$ cat config.mk
export PLATFORM = sky130hd
export DESIGN_NAME = decimal_glyph_formatter
export DESIGN_NICKNAME = d
export VERILOG_FILES = /design/src/hdl/dgf_pkg.sv /design/src/hdl/dgf_queue.sv /design/src/hdl/dgf_front.sv /design/src/hdl/dgf_back.sv /design/src/hdl/decimal_glyph_formatter.sv
export SDC_FILE = /design/constraint.sdc
export NUM_CORES = 2
export LEC_CHECK = 0
export BUFFER_PORTS_ARGS = -buffer_cell sky130_fd_sc_hd__buf_2
export CAP_MARGIN = 30
export CORE_MARGIN = 2
export CORE_UTILIZATION = 50
export CTS_BUF_LIST = sky130_fd_sc_hd__clkbuf_4
export DETAILED_ROUTE_END_ITERATION = 8
export GPL_ROUTABILITY_DRIVEN = 0
export PLACE_DENSITY = 0.63
export SYNTH_ARGS = -nofsm -noshare
export SYNTH_HDL_FRONTEND = slang
export SYNTH_SLANG_ARGS = --single-unit
$ cat constraint.sdc
create_clock -name clk -period 15.8 [get_ports clk]
set_clock_uncertainty 0.1 [all_clocks]
set_input_delay 1.58 -clock clk [delete_from_list [all_inputs] [get_ports clk]]
set_output_delay 1.58 -clock clk [all_outputs]
set_load 0.01 [all_outputs]
$ cat src/hdl/dgf_pkg.sv
// Shared types and constants for the decimal glyph formatter.
`timescale 1ns / 1ps

package dgf_pkg;

  localparam int MAX_WIDTH        = 16;  // widest field in cells
  localparam int FRAMES           = 16;  // glyph sets; a 4-bit frame covers them all
  localparam int GLYPHS_PER_FRAME = 24;
  localparam int NEG_OFFSET       = 12;
  localparam int BLANK_CODE       = 10;
  localparam int MAX_DIGITS       = 10;  // decimal digits of a 32-bit magnitude

  localparam int QDEPTH = 2;
  localparam int QPTR_W = 1;
  localparam int QCNT_W = 2;

  localparam int CFG_IDX_W  = 2;
  localparam int CFG_DATA_W = 5;

  localparam logic [CFG_IDX_W-1:0] REG_FIELD_WIDTH = 2'd0;
  localparam logic [CFG_IDX_W-1:0] REG_ALIGN_MODE  = 2'd1;

  localparam logic [1:0] ALIGN_NONE   = 2'd0;
  localparam logic [1:0] ALIGN_LEFT   = 2'd1;
  localparam logic [1:0] ALIGN_CENTER = 2'd2;
  localparam logic [1:0] ALIGN_RIGHT  = 2'd3;

  // Reciprocal of ten for an exact 32-bit divide: q = (t * RECIP10) >> 35.
  localparam logic [31:0] RECIP10 = 32'hCCCC_CCCD;
  localparam int          RECIP_SHIFT = 35;

  // Classified item handed from front to back.
  typedef struct packed {
    logic        neg;
    logic [31:0] mag;
    logic [3:0]  len;    // digits shown, 1..10
    logic [4:0]  total;  // cells emitted, 1..16
    logic [3:0]  start;  // first digit cell
    logic [3:0]  frame;
  } item_t;

endpackage

$ cat src/hdl/dgf_queue.sv
// Two-entry queue between the classifying front and the emitting back.
`timescale 1ns / 1ps

module dgf_queue (
  input  logic           clk,
  input  logic           rst_n,
  input  logic           push,
  input  dgf_pkg::item_t push_data,
  input  logic           pop,
  output dgf_pkg::item_t head,
  output logic           empty,
  output logic           full
);

  dgf_pkg::item_t                 mem_r [dgf_pkg::QDEPTH];
  logic [dgf_pkg::QPTR_W-1:0]     wr_ptr_r, wr_ptr_nxt;
  logic [dgf_pkg::QPTR_W-1:0]     rd_ptr_r, rd_ptr_nxt;
  logic [dgf_pkg::QCNT_W-1:0]     cnt_r, cnt_nxt;

  assign empty = (cnt_r == '0);
  assign full  = (cnt_r == dgf_pkg::QCNT_W'(dgf_pkg::QDEPTH));
  assign head  = mem_r[rd_ptr_r];

  always_comb begin
    wr_ptr_nxt = push ? wr_ptr_r + 1'b1 : wr_ptr_r;
    rd_ptr_nxt = pop  ? rd_ptr_r + 1'b1 : rd_ptr_r;
    cnt_nxt    = cnt_r;
    if (push && !pop) begin
      cnt_nxt = cnt_r + 1'b1;
    end else if (pop && !push) begin
      cnt_nxt = cnt_r - 1'b1;
    end
  end

  always_ff @(posedge clk) begin
    if (!rst_n) begin
      wr_ptr_r <= '0;
      rd_ptr_r <= '0;
      cnt_r    <= '0;
    end else begin
      wr_ptr_r <= wr_ptr_nxt;
      rd_ptr_r <= rd_ptr_nxt;
      cnt_r    <= cnt_nxt;
    end
  end

  always_ff @(posedge clk) begin
    if (push) begin
      mem_r[wr_ptr_r] <= push_data;
    end
  end

  a_no_overflow: assert property (@(posedge clk) disable iff (!rst_n)
    push |-> !full || pop) else $error("queue push while full");
  a_no_underflow: assert property (@(posedge clk) disable iff (!rst_n)
    pop |-> !empty) else $error("queue pop while empty");
  a_cnt_bound: assert property (@(posedge clk) disable iff (!rst_n)
    cnt_r <= dgf_pkg::QCNT_W'(dgf_pkg::QDEPTH)) else $error("queue count out of range");

endmodule

$ cat src/hdl/dgf_front.sv
// Front end: takes items, drops blanks, finds digit count and field layout.
`timescale 1ns / 1ps

module dgf_front (
  input  logic                 clk,
  input  logic                 rst_n,
  input  logic                 start,
  output logic                 busy,
  input  logic signed [31:0]   in_value,
  input  logic                 in_blank,
  input  logic [3:0]           in_frame,
  input  logic [4:0]           field_width,
  input  logic [1:0]           align_mode,
  input  logic                 q_full,
  output logic                 q_push,
  output dgf_pkg::item_t       q_data
);

  // stage 1: sign and magnitude
  logic        s1_valid_r, s1_valid_nxt;
  logic        s1_neg_r;
  logic [31:0] s1_mag_r;
  logic [3:0]  s1_frame_r;
  logic        take;

  // stage 2 (combinational into the queue): length and layout
  logic [3:0]  raw_len;
  logic [3:0]  len;
  logic [4:0]  width;
  logic [4:0]  gap;

  localparam logic [31:0] POW10 [9] = '{
    32'd10, 32'd100, 32'd1000, 32'd10000, 32'd100000, 32'd1000000,
    32'd10000000, 32'd100000000, 32'd1000000000
  };

  assign busy   = s1_valid_r && q_full;
  assign take   = start && !busy && !in_blank;
  assign q_push = s1_valid_r && !q_full;

  always_comb begin
    s1_valid_nxt = take || (s1_valid_r && q_full);
  end

  always_ff @(posedge clk) begin
    if (!rst_n) begin
      s1_valid_r <= 1'b0;
    end else begin
      s1_valid_r <= s1_valid_nxt;
    end
  end

  always_ff @(posedge clk) begin
    if (take) begin
      s1_neg_r   <= in_value[31];
      s1_mag_r   <= in_value[31] ? 32'(32'd0 - 32'(in_value)) : 32'(in_value);
      s1_frame_r <= in_frame;
    end
  end

  always_comb begin
    raw_len = 4'd1;
    for (int k = 0; k < 9; k++) begin
      if (s1_mag_r >= POW10[k]) begin
        raw_len = raw_len + 4'd1;
      end
    end

    if (field_width == 5'd0) begin
      width = 5'd1;
    end else if (field_width > 5'(dgf_pkg::MAX_WIDTH)) begin
      width = 5'(dgf_pkg::MAX_WIDTH);
    end else begin
      width = field_width;
    end

    len = (5'(raw_len) > width) ? width[3:0] : raw_len;
    gap = width - 5'(len);

    q_data.neg   = s1_neg_r;
    q_data.mag   = s1_mag_r;
    q_data.len   = len;
    q_data.frame = s1_frame_r;
    case (align_mode)
      dgf_pkg::ALIGN_NONE: begin
        q_data.total = 5'(len);
        q_data.start = 4'd0;
      end
      dgf_pkg::ALIGN_LEFT: begin
        q_data.total = width;
        q_data.start = 4'd0;
      end
      dgf_pkg::ALIGN_CENTER: begin
        q_data.total = width;
        q_data.start = gap[4:1];
      end
      default: begin
        q_data.total = width;
        q_data.start = gap[3:0];
      end
    endcase
  end

endmodule

$ cat src/hdl/dgf_back.sv
// Back end: digit conversion by reciprocal multiply, then cell emission.
`timescale 1ns / 1ps

module dgf_back (
  input  logic           clk,
  input  logic           rst_n,
  input  logic           q_empty,
  input  dgf_pkg::item_t q_head,
  output logic           q_pop,
  output logic           out_strobe,
  output logic [8:0]     out_glyph_index,
  output logic [3:0]     out_cell_position,
  output logic           out_last_cell
);

  typedef enum logic [3:0] {
    ST_IDLE = 4'b0001,
    ST_MUL  = 4'b0010,
    ST_DIG  = 4'b0100,
    ST_EMIT = 4'b1000
  } state_t;

  state_t          state_r, state_nxt;
  dgf_pkg::item_t  item_r;
  logic [31:0]     t_r;
  logic [63:0]     prod_r;
  logic [3:0]      dcnt_r, dcnt_nxt;
  logic [4:0]      cell_r, cell_nxt;
  logic [3:0]      digits_r [dgf_pkg::MAX_DIGITS];

  logic            strobe_r;
  logic [8:0]      glyph_r;
  logic [3:0]      pos_r;
  logic            last_r;

  logic [28:0]     quot;
  logic [31:0]     quot10;
  logic [31:0]     rem_full;
  logic            is_last;
  logic            in_digit;
  logic [4:0]      dig_end;
  logic [4:0]      didx;
  logic [4:0]      code;
  logic [8:0]      glyph;

  assign quot     = prod_r[63:dgf_pkg::RECIP_SHIFT];
  assign quot10   = {quot, 3'b000} + {2'b00, quot, 1'b0};
  assign rem_full = t_r - quot10;

  assign dig_end  = 5'(item_r.start) + 5'(item_r.len);
  assign in_digit = (cell_r >= 5'(item_r.start)) && (cell_r < dig_end);
  assign didx     = dig_end - 5'd1 - cell_r;
  assign is_last  = (cell_r == item_r.total - 5'd1);

  always_comb begin
    if (!in_digit) begin
      code = 5'(dgf_pkg::BLANK_CODE);
    end else if (item_r.neg) begin
      code = 5'(digits_r[didx[3:0]]) + 5'(dgf_pkg::NEG_OFFSET);
    end else begin
      code = 5'(digits_r[didx[3:0]]);
    end
    glyph = 9'(item_r.frame) * 9'(dgf_pkg::GLYPHS_PER_FRAME) + 9'(code);
  end

  assign q_pop = (state_r == ST_IDLE) && !q_empty;

  always_comb begin
    state_nxt = state_r;
    dcnt_nxt  = dcnt_r;
    cell_nxt  = cell_r;
    case (state_r)
      ST_IDLE: begin
        dcnt_nxt = 4'd0;
        cell_nxt = 5'd0;
        if (!q_empty) begin
          state_nxt = ST_MUL;
        end
      end
      ST_MUL: begin
        state_nxt = ST_DIG;
      end
      ST_DIG: begin
        dcnt_nxt  = dcnt_r + 4'd1;
        state_nxt = (dcnt_nxt == item_r.len) ? ST_EMIT : ST_MUL;
      end
      ST_EMIT: begin
        cell_nxt = cell_r + 5'd1;
        if (is_last) begin
          state_nxt = ST_IDLE;
        end
      end
      default: begin
        state_nxt = ST_IDLE;
      end
    endcase
  end

  always_ff @(posedge clk) begin
    if (!rst_n) begin
      state_r  <= ST_IDLE;
      dcnt_r   <= 4'd0;
      cell_r   <= 5'd0;
      strobe_r <= 1'b0;
    end else begin
      state_r  <= state_nxt;
      dcnt_r   <= dcnt_nxt;
      cell_r   <= cell_nxt;
      strobe_r <= (state_r == ST_EMIT);
    end
  end

  always_ff @(posedge clk) begin
    if (q_pop) begin
      item_r <= q_head;
      t_r    <= q_head.mag;
    end
    if (state_r == ST_MUL) begin
      prod_r <= t_r * dgf_pkg::RECIP10;
    end
    if (state_r == ST_DIG) begin
      digits_r[dcnt_r] <= rem_full[3:0];
      t_r              <= 32'(quot);
    end
    if (state_r == ST_EMIT) begin
      glyph_r <= glyph;
      pos_r   <= cell_r[3:0];
      last_r  <= is_last;
    end
  end

  assign out_strobe        = strobe_r;
  assign out_glyph_index   = glyph_r;
  assign out_cell_position = pos_r;
  assign out_last_cell     = strobe_r && last_r;

  a_cells_contiguous: assert property (@(posedge clk) disable iff (!rst_n)
    out_strobe && !out_last_cell |=> out_strobe)
    else $error("cell run broken before last cell");
  a_cells_count_up: assert property (@(posedge clk) disable iff (!rst_n)
    out_strobe && !out_last_cell |=> out_cell_position == $past(out_cell_position) + 4'd1)
    else $error("cell position did not advance");
  a_digit_bound: assert property (@(posedge clk) disable iff (!rst_n)
    state_r == ST_DIG |-> dcnt_r < item_r.len)
    else $error("digit counter past length");
  a_pop_only_idle: assert property (@(posedge clk) disable iff (!rst_n)
    q_pop |=> state_r == ST_MUL)
    else $error("pop did not start conversion");

endmodule

$ cat src/hdl/decimal_glyph_formatter.sv
// Top level: signed value to a left-to-right row of glyph indices.
`timescale 1ns / 1ps

// Channel   Direction  Handshake                      Payload
// input     in         start / busy                   in_value, in_blank, in_frame
// result    out        out_strobe (one cycle, no hold) out_glyph_index, out_cell_position,
//                                                     out_last_cell
// config    in         cfg_valid / cfg_ready          cfg_index, cfg_data
//
// An input transfer happens when start is high and busy is low. Blank items are
// dropped at the front and give no cells.
// Per item the back end spends a multiply by the reciprocal of ten and then a
// remainder step on each shown digit, then emits one cell per cycle, and only
// then returns to idle to take the next item from the queue.
// The shared reciprocal multiplier sets the digit pace.
// A two-entry queue lets the front take up to three further items while the back
// works; busy rises only when both queue entries and the front stage are held.
// Reset (synchronous, rst_n low) empties the queue and sets field_width 1,
// align_mode 0. Results cannot be stalled; cfg_ready is always high.

module decimal_glyph_formatter (
  input  logic                                clk,
  input  logic                                rst_n,
  input  logic                                start,
  output logic                                busy,
  input  logic signed [31:0]                  in_value,
  input  logic                                in_blank,
  input  logic [3:0]                          in_frame,
  output logic                                out_strobe,
  output logic [8:0]                          out_glyph_index,
  output logic [3:0]                          out_cell_position,
  output logic                                out_last_cell,
  input  logic                                cfg_valid,
  output logic                                cfg_ready,
  input  logic [dgf_pkg::CFG_IDX_W-1:0]       cfg_index,
  input  logic [dgf_pkg::CFG_DATA_W-1:0]      cfg_data
);

  logic [4:0]      field_width_r;
  logic [1:0]      align_mode_r;
  logic            cfg_xfer;

  logic            q_push, q_pop, q_empty, q_full;
  dgf_pkg::item_t  q_in, q_head;

  assign cfg_ready = 1'b1;
  assign cfg_xfer  = cfg_valid && cfg_ready;

  // Config registers; writes to unknown indexes are dropped.
  always_ff @(posedge clk) begin
    if (!rst_n) begin
      field_width_r <= 5'd1;
      align_mode_r  <= dgf_pkg::ALIGN_NONE;
    end else if (cfg_xfer) begin
      if (cfg_index == dgf_pkg::REG_FIELD_WIDTH) begin
        field_width_r <= cfg_data[4:0];
      end else if (cfg_index == dgf_pkg::REG_ALIGN_MODE) begin
        align_mode_r <= cfg_data[1:0];
      end
    end
  end

  // Front: sign/magnitude, digit count, clamp and alignment layout.
  dgf_front u_front (
    .clk         (clk),
    .rst_n       (rst_n),
    .start       (start),
    .busy        (busy),
    .in_value    (in_value),
    .in_blank    (in_blank),
    .in_frame    (in_frame),
    .field_width (field_width_r),
    .align_mode  (align_mode_r),
    .q_full      (q_full),
    .q_push      (q_push),
    .q_data      (q_in)
  );

  // Decouples the classifier from the slow digit/emit loop.
  dgf_queue u_queue (
    .clk       (clk),
    .rst_n     (rst_n),
    .push      (q_push),
    .push_data (q_in),
    .pop       (q_pop),
    .head      (q_head),
    .empty     (q_empty),
    .full      (q_full)
  );

  // Back: low digits first into a small digit file, then cells left to right.
  dgf_back u_back (
    .clk               (clk),
    .rst_n             (rst_n),
    .q_empty           (q_empty),
    .q_head            (q_head),
    .q_pop             (q_pop),
    .out_strobe        (out_strobe),
    .out_glyph_index   (out_glyph_index),
    .out_cell_position (out_cell_position),
    .out_last_cell     (out_last_cell)
  );

endmodule

-- Word level (Yosys, flattened, before mapping)
Memories as Yosys holds them, arrays and structs flattened. A register that Yosys moved wholly into a read port is not among the register bits.
Index checks and enable logic that the tools add are counted.
- add/subtract/negate cells: 24
- multipliers: 2
- order comparisons: 13
- equal/unequal tests: 12
- multiplexer cells: 32
- bitwise operators: 1
- reductions and logical operators: 27
- operator list (kind ; count):
    $mul 32x32->64 const B ; 1
    $mux 29 ; 2
    $mux 4 ; 12
    $add 4x1->4 const B ; 8
    $ge 32x10->1 const B ; 1
    $ge 32x14->1 const B ; 1
    $ge 32x17->1 const B ; 1
    $ge 32x20->1 const B ; 1
    $ge 32x24->1 const B ; 1
    $ge 32x27->1 const B ; 1
    $ge 32x30->1 const B ; 1
    $ge 32x4->1 const B ; 1
    $ge 32x7->1 const B ; 1
    $sub 1x32->32 const A ; 1
    $mux 31 ; 1
    $pmux 9 s3 ; 1
    $mux 5 ; 4
    $pmux 4 s4 ; 1
    $pmux 5 s2 ; 1
    $add 9x5->9 ; 1
    $logic_and 1x1->1 ; 9
    $pmux 4 s2 ; 1
    $reduce_bool 2->1 ; 4
    $sub 4x4->4 ; 2
    other kinds (35) ; 53
- flip-flop bits (word level): 191
- RAM bits: 140
- bits of input ports: 48
- output and inout bits: 17
- memories: 2
- memories (name ; depth ; bits a word ; read ports ; clocked after Yosys merged registers in ; wr ports ; line ; RTL):
    u_queue.mem_r ; 2 ; 50 ; 1 ; 1 ; 1 ; dgf_queue.sv:15 ; dgf_pkg::item_t mem_r [dgf_pkg::QDEPTH];
    u_back.digits_r ; 10 ; 4 ; 1 ; 0 ; 1 ; dgf_back.sv:29 ; logic [3:0] digits_r [dgf_pkg::MAX_DIGITS];

-- Longest topological paths before layout
- depth in word-level cells: 22
- depth in mapped cells: 39
- mapped depth without buffers: 36

-- Modules after synthesis
From an unflattened synthesis, not the netlist that was laid out.
- cells, all modules: 2752
- area, all modules: 30684.4 µm²
- by module, submodules not included (module ; times used ; cells an instance ; area an instance (µm²) ; sequential area each (µm²)):
    dgf_back ; 1 ; 2196 ; 23253.6 ; 4244.1
    dgf_queue ; 1 ; 178 ; 3814.9 ; 3103.0
    dgf_front ; 1 ; 346 ; 3309.4 ; 1131.1
    decimal_glyph_formatter ; 1 ; 32 ; 306.5 ; 140.1

-- Worst setup path after synthesis
Ideal clock, no wire load.
- path type: reg-to-reg
- from: register u_front.s1_mag_r[29]
- to: memory u_queue.mem_r[0][7] (netlist bit) (data pin)
- setup time: 184 ps
- arrival time: 7179 ps
- data required time: 15516 ps
- setup slack: 8337 ps
- stages on the path, launching flop included: 37
- path buffers: 2
- clock period less this slack: 7463 ps
- cell sequence: edfxtp_1 > nor4_1 > and4_1 > clkbuf_1 > nand2_1 > nor4_1 > nand3_1 > inv_1 > fa_1 > xnor2_2 > ha_1 > xnor2_1 > nor2_1 > a211oi_1 > ha_1 > a2bb2oi_1 > nor2_1 > a211oi_1 > ha_1 > nand2_1 > o21ai_0 > ha_1 > nor2b_1 > o21a_1 > o21a_1 > o21ai_0 > clkbuf_1 > nor3_1 > a21oi_1 > ha_1 > inv_1 > ha_1 > nand2_1 > a31oi_1 > a22oi_1 > nand3_1 > a211oi_1
- RTL lines (what ; line ; RTL):
    from (decl) ; dgf_front.sv:22 ; logic [31:0] s1_mag_r;
    from (signal assigned) ; dgf_front.sv:56 ; s1_mag_r <= in_value[31] ? 32'(32'd0 - 32'(in_value)) : 32'(in_value);
    to (decl) ; dgf_queue.sv:15 ;

==> out/results.md <==
### Status
* **run status** finished clean

### Worst setup path
* **Crit path arrival time** 9.00 ns
* **path type of the worst setup path** reg -> reg
* **delay contributed by the slowest stage of the critical path** 0.52 ns
* **startpoint of the worst setup timing path** u_front.s1_mag_r[30]
* **worst setup path endpoint** u_queue.mem_r[0][7]
* **highest net fanout along the worst path** 13
* **Reg-to-Reg End** u_queue.mem_r[0][7]
* **critical path endpoint category** flip-flop
* **FF-to-FF Start** u_front.s1_mag_r[30]
* **library cell contributing the largest single delay on the critical path** sky130_fd_sc_hd__nor4_1
* **Register-to-Register Path Depth** 35
* **worst reg-to-reg setup slack** 7.26 ns
* **required arrival time at the worst endpoint** 16.26 ns
* **startpoint kind of the worst setup timing path** flip-flop
* **cell occurring most often along the worst timing path** sky130_fd_sc_hd__ha_1

### Synthesis
* **number of instances in the synthesized netlist** 2621
* **cell area after technology mapping** 0.0300 mm2
* **average size of a mapped cell** 11.5 um2
* **library cell occupying the most area in the post-synthesis netlist** sky130_fd_sc_hd__fa_1
* **post-synthesis sequential element count** 297
* **post-synthesis sequential area ratio** 28.7%
* **async set-or-reset flop fraction in the synthesized netlist** 0%
* **area share of the leading cell type in the synthesized netlist** 28.0%
* **number of synthesized flops with an enable pin** 267
* **main flop type after synthesis** sky130_fd_sc_hd__edfxtp_1
* **number of unique standard cell types used by synthesis** 82
* **Ys Warns** 0
* **Area contributors post-synth** sky130_fd_sc_hd__fa_1 28%, sky130_fd_sc_hd__edfxtp_1 27%, sky130_fd_sc_hd__ha_1 16%
* **synthesized net count** 3472

### STA
* **number of setup violations in the final report** 0
* **fraction of the cycle the final worst path needs** 54.1%
* **RSZ-0062 raised after global routing** no
* **relative slew slack** 34.8%
* **transition time at the pin with the least slew margin** 0.971 ns
* **TNS Setup** 0 ns
* **Fin. Hold Viols** 0
* **clock period minus worst slack** 8.54 ns
* **number of max-slew violations in the final report** 0
* **Max Clock Freq** 117 MHz

### Drt
* **total vias in the final route** 18900
* **via/cell ratio** 5.28
* **Initial DRC Count** 1041
* **routed wire length per instance** 19.9 um
* **number of remaining DRC errors** 0
* **total iterations of the first detailed-routing run** 5
* **remaining number of nets flagged by the antenna check after routing** 0
* **routed wire length** 71000 um

### Clocking
* **maximum number of buffers from clock root to sink** 3
* **clock latency at the later pin of the worst-skew pair** 0.81 ns
* **post_cts resized** 0
* **total CTS buffers** 76
* **clock tree from TritonCTS** built
* **Clock Tree Root** sky130_fd_sc_hd__clkbuf_4
* **Clk pin slew, worst setup/hold paths** 0.06 ns
* **clock sink count** 297
* **number of hold buffers added after CTS** 0
* **deepest level of the CTS H-tree** 3
* **number of buffers inserted by post-CTS setup repair** 0

### GRT
* **via count of the first global-routing pass** 20500
* **remaining global-route overflow** 0
* **maximum number of pins on one net before global-route repair** 67
* **initial antenna violation count** 1
* **Tot GR Track Use** 23.9%
* **global-route wire length before repair** 113000 um

### Place
* **hpwl dp** 60500 um
* **count of input and output buffers** 63

### Floorplan
* **die area** 0.0620 mm2
* **number of cell rows** 89
* **die height** 249 um
* **Die Wd** 249 um
* **core box area** 0.0591 mm2
* **count of pins on the block boundary** 65
* **initial standard-cell utilization of the core** 50.8%

### Cells and area
* **combined area of the multi-input logic cells** 0.0188 mm2
* **sequential cell area** 0.00862 mm2
* **number of fillers in the final layout** 5152
* **share of cells above drive strength 1** 8.94%
* **Net count, final** 3587
* **area added between synthesis and finish** 7.57%

### Hold path
* **path class of the lowest-slack min-delay path** reg -> reg

### Flow run
* **number of violations of the max-capacitance limit** 0

final cells by class:
class	instances	area share (%)
clock inverter	21	0.384
inverter	664	7.72
multi-input combinational	1625	58.2
clock buffer	117	2.72
timing repair buffer	72	1.29
sequential	297	26.7
tap	773	3.00
antenna	2	0.0155
cell usage after synthesis, types with 26 or more instances:
| cell | n |
|---|---|
| sky130_fd_sc_hd__xor2_1 | 27 |
| sky130_fd_sc_hd__a21oi_1 | 66 |
| sky130_fd_sc_hd__mux2i_1 | 46 |
| sky130_fd_sc_hd__o21ai_0 | 83 |
| sky130_fd_sc_hd__inv_1 | 663 |
| sky130_fd_sc_hd__clkbuf_1 | 27 |
| sky130_fd_sc_hd__nand2_1 | 108 |
| sky130_fd_sc_hd__edfxtp_1 | 267 |
| sky130_fd_sc_hd__fa_1 | 420 |
| sky130_fd_sc_hd__a21o_1 | 39 |
| sky130_fd_sc_hd__dfxtp_1 | 30 |
| sky130_fd_sc_hd__nand3_1 | 26 |
| sky130_fd_sc_hd__ha_1 | 383 |
| sky130_fd_sc_hd__xnor2_1 | 75 |
| sky130_fd_sc_hd__nor2_1 | 58 |
worst min-delay path by stage:
stage                                startpoint                   to  slack (ns)  cells past startpoint
final                     u_front.s1_frame_r[0]  u_queue.mem_r[0][0]        0.34                      0
after global routing      u_front.s1_frame_r[0]  u_queue.mem_r[0][0]        0.35                      0
after CTS                 u_front.s1_frame_r[0]  u_queue.mem_r[0][0]        0.34                      0
after detailed placement  u_front.s1_frame_r[2]  u_queue.mem_r[1][2]        0.33                      0
after global placement    u_front.s1_frame_r[3]  u_queue.mem_r[0][3]        0.32                      0
after floorplan           u_front.s1_frame_r[0]  u_queue.mem_r[0][0]        0.32                      0
state kept, by name, indices dropped and copies added, names as in the netlist, named ones only:
signal,count
u_back.t_r,32
u_back.digits_r,40
u_back.prod_r,29
u_back.out_strobe,1
u_back.out_cell_position,4
u_back.out_glyph_index,9
u_back.dcnt_r,4
u_queue.cnt_r,2
u_back.last_r,1
u_front.s1_valid_r,1
u_queue.wr_ptr_r,1
u_front.s1_mag_r,32
u_queue.rd_ptr_r,1
align_mode_r,2
u_front.s1_frame_r,4
u_back.item_r,18
u_queue.mem_r,100
field_width_r,5
u_back.state_r,4
u_back.cell_r,5
u_front.s1_neg_r,1
placed cells by master (no fill, tap or decap), drive strengths merged, types with 58 or more instances in the layout:
| master | n |
|---|---|
| nand2 | 108 |
| xnor2 | 77 |
| buf | 72 |
| fa | 420 |
| ha | 383 |
| edfxtp | 267 |
| inv | 666 |
| a21oi | 66 |
| clkbuf | 117 |
| nor2 | 58 |
| o21ai | 85 |
logic make-up (layout without fill, tap and decap cells):
logic type | Yosys count | in the layout | synth area share (%)
adder cells (fa/ha/maj) | 803 | 803 | 44.0
buffers and inverters | 699 | 874 | 8.81
AND/OR/NAND/NOR | 334 | 334 | 5.61
AO/OA/AOI/OAI | 302 | 302 | 6.51
flip-flops | 297 | 297 | 28.7
XOR/XNOR | 108 | 108 | 3.38
multiplexers | 77 | 77 | 3.00
other | 1 | 3 | 0.0125
metal layers:
layer	part of all wire, %	up-vias	track usage (%)
li1	-	8843	-
met1	42	9374	31.1
met2	47	506	38.7
met3	6.0	136	4.91
met4	4.7	0	11.1
met5	0	-	0
stage by stage:
step | hold WS [ns] | std cells | cell area [um2] | worst slack, ns | util, %
2_1_floorplan | 0.321 | 2621 | 30000 | 8.34 | -
3_3_place_gp | 0.322 | 3429 | 31200 | 7.51 | 52.8
3_5_place_dp | 0.330 | 3430 | 31300 | 7.30 | 52.9
4_1_cts | 0.337 | 3568 | 32300 | 7.28 | 54.6
5_1_grt | 0.351 | 3570 | 32300 | 6.53 | 54.6
6_report | 0.335 | 3571 | 32300 | 7.26 | 54.6
critical path, delay by kind of cell, from the launching register on:
| family | cells | cell delay (ns) |
|---|---|---|
| AOI/OAI and AO/OA | 11 | 2.31 |
| adders and majority gates | 7 | 2.30 |
| and+or+nand+nor | 12 | 2.12 |
| xor gates and xnor gates | 2 | 0.63 |
| DFF | 1 | 0.42 |
| buffers and inverters | 3 | 0.41 |
Power is not shown: default switching activity piles up to over one toggle a cycle in this logic, so the estimate is an artifact.
